File: config.mk
export PLATFORM = sky130hd
export DESIGN_NAME = two_state_device_supervisor_unit
export DESIGN_NICKNAME = d
export VERILOG_FILES = /design/src/hdl/tsds_pkg.sv /design/src/hdl/tsds_apb.sv /design/src/hdl/tsds_fsm.sv /design/src/hdl/two_state_device_supervisor_unit.sv
export SDC_FILE = /design/constraint.sdc
export NUM_CORES = 1
export LEC_CHECK = 0
export ABC_AREA = 1
export BUFFER_PORTS_ARGS = -buffer_cell sky130_fd_sc_hd__buf_2
export CORE_ASPECT_RATIO = 1.1
export CORE_MARGIN = 10
export CORE_UTILIZATION = 50
export CTS_BUF_LIST = sky130_fd_sc_hd__clkbuf_8
export DETAILED_ROUTE_END_ITERATION = 16
export PLACE_DENSITY = 0.72
export SYNTH_ARGS = -nofsm -noshare
export SYNTH_HDL_FRONTEND = slang
export SYNTH_SLANG_ARGS = --single-unit
File: constraint.sdc
create_clock -name clk -period 10.5 [get_ports clk]
set_input_delay 1.575 -clock clk [delete_from_list [all_inputs] [get_ports clk]]
set_output_delay 1.575 -clock clk [all_outputs]
set_load 0.01 [all_outputs]
File: src/hdl/tsds_pkg.sv
package tsds_pkg;

  localparam int unsigned TIME_W  = 32;
  localparam int unsigned ADDR_W  = 3;
  localparam int unsigned INDEX_W = 1;
  localparam int unsigned DATA_W  = 32;

  localparam logic [INDEX_W-1:0] REG_LIMIT = 1'b0;

  typedef enum logic [2:0] {
    ST_READY       = 3'd0,
    ST_STARTING    = 3'd1,
    ST_RUNNING     = 3'd2,
    ST_STOPPING    = 3'd3,
    ST_FAULTED     = 3'd4,
    ST_INTERLOCKED = 3'd5
  } state_t;

  typedef enum logic [1:0] {
    FK_NONE  = 2'd0,
    FK_START = 2'd1,
    FK_STOP  = 2'd2
  } fault_t;

  typedef struct packed {
    logic              run_command;
    logic              run_feedback;
    logic              permit;
    logic              clear_fault;
    logic [TIME_W-1:0] now_ms;
  } scan_t;

  typedef struct packed {
    logic [2:0]        device_state;
    logic [1:0]        fault_kind;
    logic              alarm;
    logic [TIME_W-1:0] elapsed_ms;
  } result_t;

  typedef struct packed {
    logic              sel;
    logic              enable;
    logic              write;
    logic [ADDR_W-1:0] addr;
    logic [DATA_W-1:0] wdata;
  } apb_req_t;

endpackage

File: src/hdl/tsds_apb.sv
module tsds_apb
  import tsds_pkg::*;
(
  input  logic              clk,
  input  logic              rst,
  input  apb_req_t          req,
  output logic [DATA_W-1:0] prdata,
  output logic              pready,
  output logic [TIME_W-1:0] limit
);

  logic [INDEX_W-1:0] index;

  assign index  = req.addr[ADDR_W-1:2];
  assign pready = 1'b1;

  always_ff @(posedge clk) begin
    if (rst) begin
      limit <= '0;
    end else if (req.sel && req.enable && req.write && pready && index == REG_LIMIT) begin
      limit <= req.wdata[TIME_W-1:0];
    end
  end

  always_comb begin
    prdata = '0;
    if (index == REG_LIMIT) begin
      prdata = limit;
    end
  end

endmodule

File: src/hdl/tsds_fsm.sv
module tsds_fsm
  import tsds_pkg::*;
(
  input  logic              clk,
  input  logic              rst,
  input  logic              advance,
  input  scan_t             scan,
  input  logic [TIME_W-1:0] limit,
  output result_t           result_next
);

  state_t            state, state_next;
  fault_t            fault_reason, fault_reason_next;
  logic [TIME_W-1:0] entry_time, entry_time_next;
  logic [TIME_W-1:0] elapsed_time, elapsed_time_next;
  logic [TIME_W-1:0] diff;
  logic              over;

  assign diff = scan.now_ms - entry_time;
  assign over = diff > limit;

  always_ff @(posedge clk) begin
    if (rst) begin
      state        <= ST_READY;
      fault_reason <= FK_NONE;
      entry_time   <= '0;
      elapsed_time <= '0;
    end else if (advance) begin
      state        <= state_next;
      fault_reason <= fault_reason_next;
      entry_time   <= entry_time_next;
      elapsed_time <= elapsed_time_next;
    end
  end

  always_comb begin
    state_next        = state;
    fault_reason_next = fault_reason;
    entry_time_next   = entry_time;
    elapsed_time_next = elapsed_time;
    unique case (state)
      ST_READY: begin
        if (scan.run_command && scan.permit) begin
          state_next        = ST_STARTING;
          entry_time_next   = scan.now_ms;
          elapsed_time_next = '0;
        end else if (scan.run_command) begin
          state_next = ST_INTERLOCKED;
        end
      end
      ST_STARTING: begin
        elapsed_time_next = diff;
        if (scan.run_feedback) begin
          state_next = ST_RUNNING;
        end else if (over) begin
          state_next        = ST_FAULTED;
          fault_reason_next = FK_START;
        end else if (!scan.run_command) begin
          state_next        = ST_STOPPING;
          entry_time_next   = scan.now_ms;
          elapsed_time_next = '0;
        end
      end
      ST_RUNNING: begin
        if (!scan.run_command) begin
          state_next        = ST_STOPPING;
          entry_time_next   = scan.now_ms;
          elapsed_time_next = '0;
        end else if (!scan.run_feedback) begin
          state_next        = ST_FAULTED;
          fault_reason_next = FK_STOP;
        end else if (!scan.permit) begin
          state_next = ST_INTERLOCKED;
        end
      end
      ST_STOPPING: begin
        elapsed_time_next = diff;
        if (!scan.run_feedback) begin
          state_next = ST_READY;
        end else if (over) begin
          state_next        = ST_FAULTED;
          fault_reason_next = FK_STOP;
        end
      end
      ST_FAULTED: begin
        if (scan.clear_fault) begin
          state_next        = ST_READY;
          fault_reason_next = FK_NONE;
        end
      end
      ST_INTERLOCKED: begin
        if (scan.permit) begin
          state_next = ST_READY;
        end
      end
      default: begin
        state_next = ST_READY;
      end
    endcase
  end

  assign result_next.device_state = state_next;
  assign result_next.fault_kind   = fault_reason_next;
  assign result_next.alarm        = (state_next == ST_FAULTED);
  assign result_next.elapsed_ms   = elapsed_time_next;

endmodule

File: src/hdl/two_state_device_supervisor_unit.sv
// Supervises a two-state device (motor and the like): each item is one scan of command,
// feedback, permit, fault clear and a wrapping millisecond timestamp, and yields one result
// with the new state, fault kind, alarm and the time spent in the current start or stop
// transition. One scan is taken every cycle while item_stall is low; each item passes through
// the input register, then the result register, with the state machine update done in the
// single combinational pass between them. The user must write the transition limit over the
// APB port at byte address 0 only while no scan is in flight; the block does not enforce it.
module two_state_device_supervisor_unit
  import tsds_pkg::*;
(
  input  logic              clk,
  input  logic              rst,
  input  logic              item_valid,
  output logic              item_stall,
  input  logic              run_command,
  input  logic              run_feedback,
  input  logic              permit,
  input  logic              clear_fault,
  input  logic [TIME_W-1:0] now_ms,
  output logic              result_valid,
  input  logic              result_stall,
  output logic [2:0]        device_state,
  output logic [1:0]        fault_kind,
  output logic              alarm,
  output logic [TIME_W-1:0] elapsed_ms,
  input  logic              psel,
  input  logic              penable,
  input  logic              pwrite,
  input  logic [ADDR_W-1:0] paddr,
  input  logic [DATA_W-1:0] pwdata,
  output logic [DATA_W-1:0] prdata,
  output logic              pready
);

  logic              scan_valid;
  scan_t             scan;
  result_t           result;
  result_t           result_next;
  logic              advance;
  logic [TIME_W-1:0] limit;
  apb_req_t          apb_req;

  assign apb_req.sel    = psel;
  assign apb_req.enable = penable;
  assign apb_req.write  = pwrite;
  assign apb_req.addr   = paddr;
  assign apb_req.wdata  = pwdata;

  tsds_apb u_apb (
    .clk    (clk),
    .rst    (rst),
    .req    (apb_req),
    .prdata (prdata),
    .pready (pready),
    .limit  (limit)
  );

  assign advance    = scan_valid && (!result_valid || !result_stall);
  assign item_stall = scan_valid && !advance;

  always_ff @(posedge clk) begin
    if (rst) begin
      scan_valid <= 1'b0;
    end else if (!item_stall) begin
      scan_valid <= item_valid;
    end
  end

  always_ff @(posedge clk) begin
    if (item_valid && !item_stall) begin
      scan.run_command  <= run_command;
      scan.run_feedback <= run_feedback;
      scan.permit       <= permit;
      scan.clear_fault  <= clear_fault;
      scan.now_ms       <= now_ms;
    end
  end

  tsds_fsm u_fsm (
    .clk         (clk),
    .rst         (rst),
    .advance     (advance),
    .scan        (scan),
    .limit       (limit),
    .result_next (result_next)
  );

  always_ff @(posedge clk) begin
    if (rst) begin
      result_valid <= 1'b0;
    end else if (advance) begin
      result_valid <= 1'b1;
    end else if (!result_stall) begin
      result_valid <= 1'b0;
    end
  end

  always_ff @(posedge clk) begin
    if (advance) begin
      result <= result_next;
    end
  end

  assign device_state = result.device_state;
  assign fault_kind   = result.fault_kind;
  assign alarm        = result.alarm;
  assign elapsed_ms   = result.elapsed_ms;

endmodule

==> results.toml, run 1 <==
[floorplanning]
dieArea_um2 = 25170
core_um2 = 19030
rows = 53
die_y_um = 165.4
io_pins = 151
die_w_um = 152.2
initial_core_util_pct = 50.48

[sta]
drv_slew = 0
max_freq_ghz = 0.2316
hold_viol = 0
max_slew_margin_pct = 25.47
timing_worst_slew_pin_value_ns = 1.118
fin_worst_skew_ns = 0.01743
post-route-period-util_pct = 41.13
setup_tns_ns = 0
grt_setup_unrepaired = "false"
fin_crit_ns = 4.318
setup_viol = 0

[detailed_routing]
antenna_left = 0
viasPerCell = 5.099
routedWlPerCell_um = 14.97
vias = 8331
drt_iter0_markers = 634
route.detailed.drc = 0
firstDrtPassIters = 6
wl_mm = 24.46

[logic_synthesis]
yosys_warnings = 0
postSynthNetCount = 1388
synth-edff-count = 74
synth_top_area_share_pct = 23.13
synth-main-ff-cell = "dfxtp_1"
synthArstFlopShare_pct = 0
post-synth-top-area-cell = "edfxtp_1"
netlist_instances = 1246
synthTopCellsByArea = "edfxtp_1, dfxtp_1, nand2_1"
ys_ff_latch = 177
synth_cell_types = 41
syn_area_per_cell_um2 = 7.711
syn-cell-area_um2 = 9608
synth_seq_area_share_pct = 44.59

[global_route]
grt_usage_pct = 19.43
antenna_found_initial = 0
grt_pass1_wl_mm = 39.87
grt_max_degree = 110
overflow = 0
grt_pass1_vias = 8010

[critical_path]
cp-end-kind = "flop"
cp.required_ns = 10.86
r2r_slack_ns = 6.18
cp_max_fo = 62
critical_path.cell_chain = "ha_1 > nand2_1 > nor2_1 > nand4_1 > o21ai_2 > nand2_1 > nand2_1 > xor2_1 > ha_1 > nand2_1 > nor2_2 > nand3b_1 > nor3b_2 > nand2_1 > nand2_2 > nand3_4 > nand2_4 > inv_1 > o21ai_0 > a21oi_1"
crit_path_max_incr_delay_ns = 0.46
cp-start-kind = "flop"
crit_top_cell = "nand2_1"
worstReg2RegStart = "scan[13]"
crit_type = "reg2reg"
r2r-end = "u_fsm.entry_time[0]"
arrival_ns = 4.68
crit_family = "simple AND/OR/NAND/NOR gates"
cp_slowest_cell = "nand2_4"
r2r_cells = 20
critPathBufInv = 1

[placement]
hpwl_mm = 18.60
place_area_um2 = 10480
io_buffer_count = 147
place_congestion = 0.8885

[final_layout]
area_delta_synth_final_pct = 12.97
fin_nets = 1516
mostFrequentLayoutCells = "nand2_1, inv_1, nor2_1"
final_layout_size_suffix_gt1_share_pct = 14.49
fin_area_um2 = 10850
antenna-diode-count = 0
final_common_cell = "nand2_1"

[clocking]
cts_setup_buffers = 0
clk_path_buf_depth = 2
clkTransAtPathRegs_ns = 0.09
cts_max_level = 4
cts.repair.resized = 0
clock-root-buffer = "clkbuf_8"
clk_latency_ns = 0.48
clock_sinks = 177
cts_buffers = 17
cts_tree = "yes"
cts_hold_buf = 0

[hold_path]
worstHoldStart = "u_fsm.entry_time[2]"
min_path_cells = 2
hold_class = "reg2reg"
holdPathEnd = "u_fsm.entry_time[2]"

[status]
outcome = "completed"

[pwr]
irDropWorstVdd_mv = 0.07838
p_leak_uw = 0.005051
powerDensity_nw_per_um2 = 155.2

[run]
maxCapViolCount = 0
[synth_stat cells (13+ instances only)]
cell / n
a21oi_1: 126
clkbuf_1: 27
dfxtp_1: 103
edfxtp_1: 74
ha_1: 63
inv_1: 161
nand2_1: 272
nand3_1: 61
nand4_1: 13
nor2_1: 157
nor3_1: 14
o21ai_0: 73
o21ai_1: 20
xor2_1: 18
[tightest hold or removal path: stages, from the launching register on]
cell and delay, ns:
dfxtp_1 0.31, inv_1 0.06, a21oi_1 0.06
[through the flow]
step | setup WS [ns] | std cells | util (%) | total power (uW) | hold slack [ns]
2_1_floorplan | 6.779 | 1246 | - | 1123 | 0.4331
3_3_place_gp | 6.155 | 1602 | 55.08 | 1237 | 0.4431
5_1_grt | 5.747 | 1634 | 57.03 | 1793 | 0.4850
6_report | 6.182 | 1634 | 57.03 | 1684 | 0.4620
4_1_cts | 6.163 | 1634 | 57.03 | 1696 | 0.4659
3_5_place_dp | 6.054 | 1602 | 55.08 | 1247 | 0.4501
[where the power goes]
group / internal [uW] / switching, uW / total [uW]
clock: 199 / 252 / 451
sequential: 769 / 17.1 / 786
combinational: 154 / 293 / 447
total: 1120 / 563 / 1680
[worst max-delay path by stage]
stage,to,slack [ns],depth (start not counted),start
after floorplan,prdata[10],6.78,3,paddr[2]
after global placement,u_fsm.entry_time[0],6.16,11,result_stall
after detailed placement,u_fsm.entry_time[0],6.05,11,result_stall
after CTS,u_fsm.entry_time[0],6.16,25,scan[0]
after global routing,u_fsm.entry_time[0],5.75,24,scan[0]
final,u_fsm.entry_time[0],6.18,20,scan[13]
[sequential cells by signal, summed over array words and instances, names as in the netlist]
name	flops
scan	36
elapsed_ms	32
u_apb.limit	32
u_fsm.elapsed_time	32
u_fsm.entry_time	32
device_state	3
u_fsm.state	3
fault_kind	2
u_fsm.fault_reason	2
alarm	1
result_valid	1
scan_valid	1
[layout make-up]
class / count / area (um^2)
fill: 1783 / 8178
multi-input combinational: 865 / 4516
sequential: 177 / 4284
timing repair buffer: 151 / 765.7
inverter: 162 / 608.1
tap: 247 / 309.0
clock buffer: 19 / 261.5
clock inverter: 13 / 110.1
[layer usage]
layer / GRT usage (%) / up-vias / share of wire (%) / wire length, um
li1: - / 4319 / - / -
met3: 4.222 / 28 / 5.5 / 1339
met5: 0 / - / 0 / 0
met1: 24.53 / 3777 / 46 / 11280
met2: 32.64 / 207 / 47 / 11440
met4: 6.173 / 0 / 1.6 / 386
[logic make-up after synthesis]
group                      synth area share (%)
DFF                                       44.59
xor gates and xnor gates                  2.175
other                                   0.03903
adders and majority gates                 8.413
buffers and inverters                     8.465
AOI/OAI and AO/OA                         12.71
and+or+nand+nor                           23.61
Power figures use the tool's default switching activity.
==> run 2: changes to the inputs <==
==> constraint.sdc (replaced) <==
create_clock -name clk -period 4.16 [get_ports clk]
set_input_delay 0.624 -clock clk [delete_from_list [all_inputs] [get_ports clk]]
set_output_delay 0.624 -clock clk [all_outputs]
set_load 0.01 [all_outputs]
==> run 2 against run 1 <==
Against the previous run: routed wire length rose by 1.2%; first-iteration DRC count fell by 23%; non-clock buffer count rose by 12; register-to-register slack got worse by 5.9 ns; core utilization rose by 1.5 points; sequential share of layout area fell by 0.99 points; count of clock-buffer cells in the layout fell by 2; sequential power rose to 2.5 times the previous value; global-route usage fell by 0.59 points; combinational power rose to 2.7 times the previous value; largest power group unchanged; highest routed layer unchanged.
==> results.toml, run 2 (synthesized netlist as in run 1, its figures left out) <==
[status]
outcome = "completed"

[detailed_routing]
viasPerCell = 5.125
antenna_left = 0
routedWlPerCell_um = 15.03
firstDrtPassIters = 5
wl_mm = 24.74
route.detailed.drc = 0
drt_iter0_markers = 488
vias = 8435

[critical_path]
crit_family = "simple AND/OR/NAND/NOR gates"
r2r-end = "u_fsm.elapsed_time[11]"
worstReg2RegStart = "scan[8]"
cp_max_fo = 8
cp-end-kind = "flop"
arrival_ns = 4.26
crit_path_max_incr_delay_ns = 0.42
r2r_cells = 23
cp.required_ns = 4.54
crit_type = "reg2reg"
cp-start-kind = "flop"
critPathBufInv = 3
crit_top_cell = "nand2_1"
r2r_slack_ns = 0.28
critical_path.cell_chain = "ha_2 > nand2_1 > nor2_1 > inv_1 > o21bai_2 > nand4_1 > nand2_1 > nand2_1 > nand2_1 > ha_1 > a21oi_1 > o21ai_0 > nand2_1 > nand2_1 > a21oi_1 > nand2_2 > nand3_4 > nand3b_4 > clkbuf_16 > nand2_1 > nand3_1 > nand2_1 > inv_1"
cp_slowest_cell = "edfxtp_1"

[clocking]
cts_buffers = 17
clkTransAtPathRegs_ns = 0.10
clk_latency_ns = 0.48
cts_hold_buf = 0
cts.repair.resized = 0
cts_tree = "yes"
clock_sinks = 177
cts_max_level = 4
cts_setup_buffers = 0
clk_path_buf_depth = 2
clock-root-buffer = "clkbuf_8"

[floorplanning]
die_w_um = 152.2
initial_core_util_pct = 50.48
io_pins = 151
rows = 53
core_um2 = 19030
dieArea_um2 = 25170
die_y_um = 165.4

[sta]
hold_viol = 0
max_freq_ghz = 0.2575
timing_worst_slew_pin_value_ns = 1.100
fin_worst_skew_ns = 0.01659
hold_slack_ns = 0.3106
max_slew_margin_pct = 26.68
post-route-period-util_pct = 93.36
drv_slew = 0
fin_crit_ns = 3.884
setup_viol = 0

[global_route]
grt_pass1_vias = 7907
grt_pass1_wl_mm = 38.70
antenna_found_initial = 0
overflow = 0
grt_usage_pct = 18.83
grt_max_degree = 109

[hold_path]
worstHoldStart = "now_ms[24]"
holdPathEnd = "scan[24]"
min_path_cells = 1
hold_class = "in2reg"

[final_layout]
area_delta_synth_final_pct = 15.87
final_layout_size_suffix_gt1_share_pct = 16.51
nFillCells = 1804
multi_input_area_um2 = 4614
largest_register_ffs = 36
final_cells = 1646
antenna-diode-count = 0
fin_nets = 1528
seqCellArea_um2 = 4284
mostFrequentLayoutCells = "nand2_1, inv_1, nor2_1"
fin_util_pct = 58.50
top_register = "scan"
final_common_cell = "nand2_1"

[run]
maxCapViolCount = 0

[placement]
io_buffer_count = 147
place_congestion = 0.9191
dp_cells = 1610
hpwl_mm = 18.53

[pwr]
powerDensity_nw_per_um2 = 391.6
power_uw = 4359
irDropWorstVdd_mv = 0.2388
p_leak_uw = 0.005169
run 2: cell types whose count changed in the layout (fill, tap and decap cells not counted), moves of 3 or more:
cell	change
xor2_1	-3
xor2_2	+3
a21oi_2	+6
buf_4	+6
a21oi_1	-6
ha_2	+3
clkbuf_16	+3
ha_1	-4
run 2: per-layer routing:
| metal | GRT usage (%) | share of wire [%] | vias to the layer above |
|---|---|---|---|
| li1 | - | - | 4345 |
| met1 | 23.99 | 47 | 3844 |
| met2 | 31.51 | 47 | 212 |
| met3 | 3.522 | 4.4 | 34 |
| met4 | 6.699 | 1.9 | 0 |
| met5 | 0 | 0 | - |
run 2: final cells by class:
cell class / count / share of cell area (%)
timing repair buffer: 163 / 8.418
inverter: 162 / 5.462
clock inverter: 15 / 1.315
clock buffer: 17 / 2.102
tap: 247 / 2.776
sequential: 177 / 38.48
multi-input combinational: 865 / 41.45
run 2: worst max-delay path by stage:
stage          depth (start not counted)    start  slack [ns]                     end
3_3_place_gp                          25  scan[0]        0.28           fault_kind[0]
6_report                              23  scan[8]        0.28  u_fsm.elapsed_time[11]
4_1_cts                               25  scan[0]        0.17    u_fsm.entry_time[14]
3_5_place_dp                          25  scan[0]        0.19    u_fsm.entry_time[21]
5_1_grt                               27  scan[0]       -0.06  u_fsm.elapsed_time[11]
2_1_floorplan                         24  scan[0]        0.76          elapsed_ms[13]
run 2: stage by stage:
step                setup slack (ns)  instance area (um^2)  setup TNS [ns]
floorplan                     0.7624                  9608               0
global placement              0.2838                 10570               0
detailed placement            0.1892                 10570               0
CTS                           0.1696                 10950               0
global route                -0.06347                 11130         -0.9294
finish                        0.2762                 11130               0
run 2: power breakdown:
| group | internal, uW | switching, uW |
|---|---|---|
| Sequential | 1940 | 43.7 |
| Clock | 529 | 644 |
| Combinational | 434 | 767 |
